[src/hdl/oal_pkg.sv]
// Package for the ordered array list: field widths, command codes,
// default parameter values and the per-cell control word.
// No dependencies.
`default_nettype none
package oal_pkg;

	localparam int DEPTH_DEF        = 64;
	localparam int ELEMENT_BITS_DEF = 32;

	localparam int COMMAND_W  = 2;
	localparam int POSITION_W = 6;
	localparam int VALUE_W    = 32;
	localparam int OK_W       = 1;
	localparam int FETCHED_W  = 32;
	localparam int COUNT_W    = 7;

	localparam int IN_TDATA_W  = 40;
	localparam int OUT_TDATA_W = 40;

	typedef enum logic [COMMAND_W-1:0] {
		CMD_INSERT = 2'd0,
		CMD_DELETE = 2'd1,
		CMD_FETCH  = 2'd2,
		CMD_CLEAR  = 2'd3
	} cmd_t;

	typedef struct packed {
		logic ins;
		logic del;
	} cell_op_t;

endpackage
`default_nettype wire

[src/hdl/oal_cell.sv]
// One cell of the list row: holds one entry and moves it to or from
// its neighbors on insert and delete. Depends on oal_pkg.
`default_nettype none
module oal_cell #(
	parameter int IDX          = 0,
	parameter int CMP_W        = 7,
	parameter int ELEMENT_BITS = oal_pkg::ELEMENT_BITS_DEF
) (
	input  wire logic                    clk,
	input  wire oal_pkg::cell_op_t       op,
	input  wire logic [CMP_W-1:0]        pos,
	input  wire logic [CMP_W-1:0]        fill,
	input  wire logic [ELEMENT_BITS-1:0] value,
	input  wire logic [ELEMENT_BITS-1:0] left_data,
	input  wire logic [ELEMENT_BITS-1:0] right_data,
	output logic      [ELEMENT_BITS-1:0] data,
	output logic      [ELEMENT_BITS-1:0] rd_data
);

	localparam logic [CMP_W-1:0] IDX_C  = CMP_W'(IDX);
	localparam logic [CMP_W-1:0] IDX_C1 = CMP_W'(IDX + 1);

	logic [ELEMENT_BITS-1:0] data_q;
	logic                    hit;

	assign hit     = (IDX_C == pos);
	assign data    = data_q;
	assign rd_data = hit ? data_q : '0;

	always_ff @(posedge clk) begin
		if (op.ins) begin
			if (hit) begin
				data_q <= value;
			end else if ((IDX_C > pos) && (IDX_C <= fill)) begin
				data_q <= left_data;
			end
		end else if (op.del) begin
			if ((IDX_C >= pos) && (IDX_C1 < fill)) begin
				data_q <= right_data;
			end
		end
	end

endmodule
`default_nettype wire

[config.mk]
export PLATFORM = sky130hd
export DESIGN_NAME = oal_cell
export DESIGN_NICKNAME = d
export VERILOG_FILES = /design/src/hdl/oal_pkg.sv /design/src/hdl/oal_cell.sv
export SDC_FILE = /design/constraint.sdc
export NUM_CORES = 1
export LEC_CHECK = 0
export ABC_AREA = 0
export BUFFER_PORTS_ARGS = -buffer_cell sky130_fd_sc_hd__buf_2
export CORE_UTILIZATION = 37
export CTS_CLUSTER_DIAMETER = 30
export CTS_CLUSTER_SIZE = 28
export DETAILED_ROUTE_END_ITERATION = 12
export GPL_ROUTABILITY_DRIVEN = 1
export MAX_ROUTING_LAYER = met4
export PLACE_DENSITY = 0.89
export SYNTH_ARGS = -nofsm -noshare
export SYNTH_HDL_FRONTEND = slang
export SYNTH_SLANG_ARGS = --single-unit
[constraint.sdc]
create_clock -name clk -period 5.01 [get_ports clk]
set_input_delay 1.002 -clock clk [delete_from_list [all_inputs] [get_ports clk]]
set_output_delay 1.002 -clock clk [all_outputs]
set_load 0.05 [all_outputs]
==> flow_summary.yaml <==
run_status:
  status: "finished clean"
yosys:
  yosysWarnings: 0
  syn_area_per_cell_sq_um: 9.32
  ys_types: 26
  syn_nets: 339
  synth_area_sq_mm: 0.00211
  ys_seq_area_share_pct: 45.6
  ys_ff_latch: 32
  synth_cells: 226
clocking:
  post_cts_buffers: 0
  numClockSinks: 32
  cts_buffers: 5
  root_buffer: "clkbuf_8"
  clkTransAtPathRegs_ps: 60
  postCtsHoldBufs: 0
  htreeDepth: 2
  cts_resized: 0
  cts_tree: "yes"
  cts_max_path_buffers: 2
sta:
  slew_headroom_pct: 29.1
  clock.fmax_ghz: 0.277
  worst_slew_pin_slew_ps: 1060
  fin_setup_tns_ps: 0
  period_share_pct: 72.1
  finalHoldViolCount: 0
  finalSetupViolCount: 0
  rsz0062_at_grt: "no"
  min_period_ps: 3610
  slew_violations: 0
route:
  drcViolationCount: 0
  drt_iter0_markers: 169
  vias_per_cell: 5.45
  wire_per_inst_um: 15.2
  first_pass_iters: 4
  num_vias: 2502
  ant_nets: 0
  totalWireLength_um: 6990
worst_setup_path:
  path_cells: "buf_2 > nor3_4 > buf_12 > and3_1 > buf_2"
  required_ps: 4010
  crit_fanout: 39
  critPathLaunchType: "input port"
  crit_slowest_cell: "nor3_4"
  cpMostUsedCell: "buf_2"
  arrival_ps: 2610
  end_kind: "output port"
  startpoint: "pos[3]"
  slowest_delay_ps: 730
  crit_path_end: "rd_data[26]"
  worstSetupPathType: "input port to output port"
placement:
  io_buffers: 175
  dp_hpwl_um: 5130
  gp_congestion: 0.896
floorplan:
  fp.dieArea_sq_mm: 0.00600
  fp.dieH_um: 77.5
  die_w_um: 77.5
  core_sq_mm: 0.00551
  std_cell_rows: 27
  initial_core_util_pct: 38.3
  io_pins: 177
power:
  leakagePower_nw: 1.57
  power_mw: 0.597
  powerDensity_mw_per_mm2: 194
  vdd_drop_max_v: 0.0000819
grt:
  grt_max_degree: 57
  overflow: 0
  grt_pass1_wl_um: 10600
  grt_antenna_before_repair: 0
  gr-usage-all-layers_pct: 23.2
  grt_pass1_vias: 2277
finish:
  diodes: 0
  largest_reg_flops: 32
  fin_nets: 500
  syn_to_final_growth_pct: 46.5
  drive_above_1_share_pct: 52.5
hold_path:
  hold_class: "input port to flop"
  min_path_cells: 2
  worstHoldStart: "right_data[26]"
flow_run:
  maxCapViolCount: 0
-- power by group --
group          switching (mW)  total, mW  leakage, nW  internal [mW]
sequential           0.000707      0.299        0.289          0.298
clock                  0.0860      0.180       0.0410         0.0942
combinational          0.0608      0.118         1.24         0.0573
total                   0.148      0.597         1.57          0.450
-- worst max-delay path, delay by kind of cell --
kind	cells	cell delay, ps
buffers and inverters	3	660
AND/OR/NAND/NOR	2	920
-- Yosys cell counts --
cell | number | area (sq um)
and3_1 | 32 | 200
edfxtp_1 | 32 | 961
a21oi_1 | 22 | 110
a31oi_1 | 18 | 113
nor2_1 | 18 | 67.6
o21ai_0 | 18 | 90.1
clkbuf_1 | 16 | 60.1
and2_1 | 14 | 87.6
nand2_1 | 14 | 52.6
a221o_2 | 13 | 146
nand3_1 | 10 | 50.1
buf_2 | 5 | 25.0
a21boi_1 | 1 | 7.51
a221o_1 | 1 | 10.0
buf_4 | 1 | 7.51
buf_6 | 1 | 11.3
buf_8 | 1 | 15.0
clkbuf_2 | 1 | 5.00
inv_1 | 1 | 3.75
nor2_8 | 1 | 20.0
nor3_2 | 1 | 10.0
nor4_4 | 1 | 21.3
o31ai_1 | 1 | 7.51
or3_1 | 1 | 6.26
or4_1 | 1 | 7.51
or4_4 | 1 | 11.3
-- layout by cell type, fill, tap and decap left out, drive strengths merged --
cell type	instances
o31ai	1
a21oi	22
and2	14
clkbuf	6
nor2	19
a31oi	18
or4	2
a21boi	1
buf	179
nand3	10
inv	1
nor4	1
nor3	1
and3	32
or3	1
a221o	14
nand2	14
o21ai	18
edfxtp	32
clkinv	1
-- stage by stage --
step,utilization (%),worst slack [ps],hold slack (ps),cells,cell area (sq um)
after global routing,56.1,1250,1020,459,3090
after global placement,54.6,1450,1310,452,3010
after floorplan,-,1060,1220,226,2110
after CTS,56.1,1420,1020,459,3090
after detailed placement,54.6,1410,1310,452,3010
final,56.1,1400,1030,459,3090
-- area by class of cell --
cell class              count  area [sq um]
repair buffers            179           918
clock buffers               6          72.6
clock inverters             1          5.00
flip-flops and latches     32           961
multi-input cells         168          1040
inverters                   1          3.75
well taps                  72          90.1
fillers                   505          2420
-- layer usage --
layer  track usage [%]  part of all wire, %  vias to the layer above
met1              25.5                   38                     1154
li1                  -                    -                     1181
met2              41.9                   53                      145
met4              8.49                  2.7                        0
met5                 -                    0                        -
met3              4.00                  6.3                       22
-- worst min-delay path by stage --
stage / to / slack, ps
after global placement: data[30]$_DFFE_PP_ / 1310
after global routing: data[26]$_DFFE_PP_ / 1020
after CTS: data[26]$_DFFE_PP_ / 1020
after detailed placement: data[26]$_DFFE_PP_ / 1310
after floorplan: data[30]$_DFFE_PP_ / 1220
final: data[26]$_DFFE_PP_ / 1030
-- cell families after synthesis --
family,Yosys count,synth area share [%]
buffers and inverters,26,6.06
AO/OA/AOI/OAI,74,23.0
AND/OR/NAND/NOR,94,25.4
flip-flops,32,45.6
Note: power is estimated with default switching activity, not from simulation.
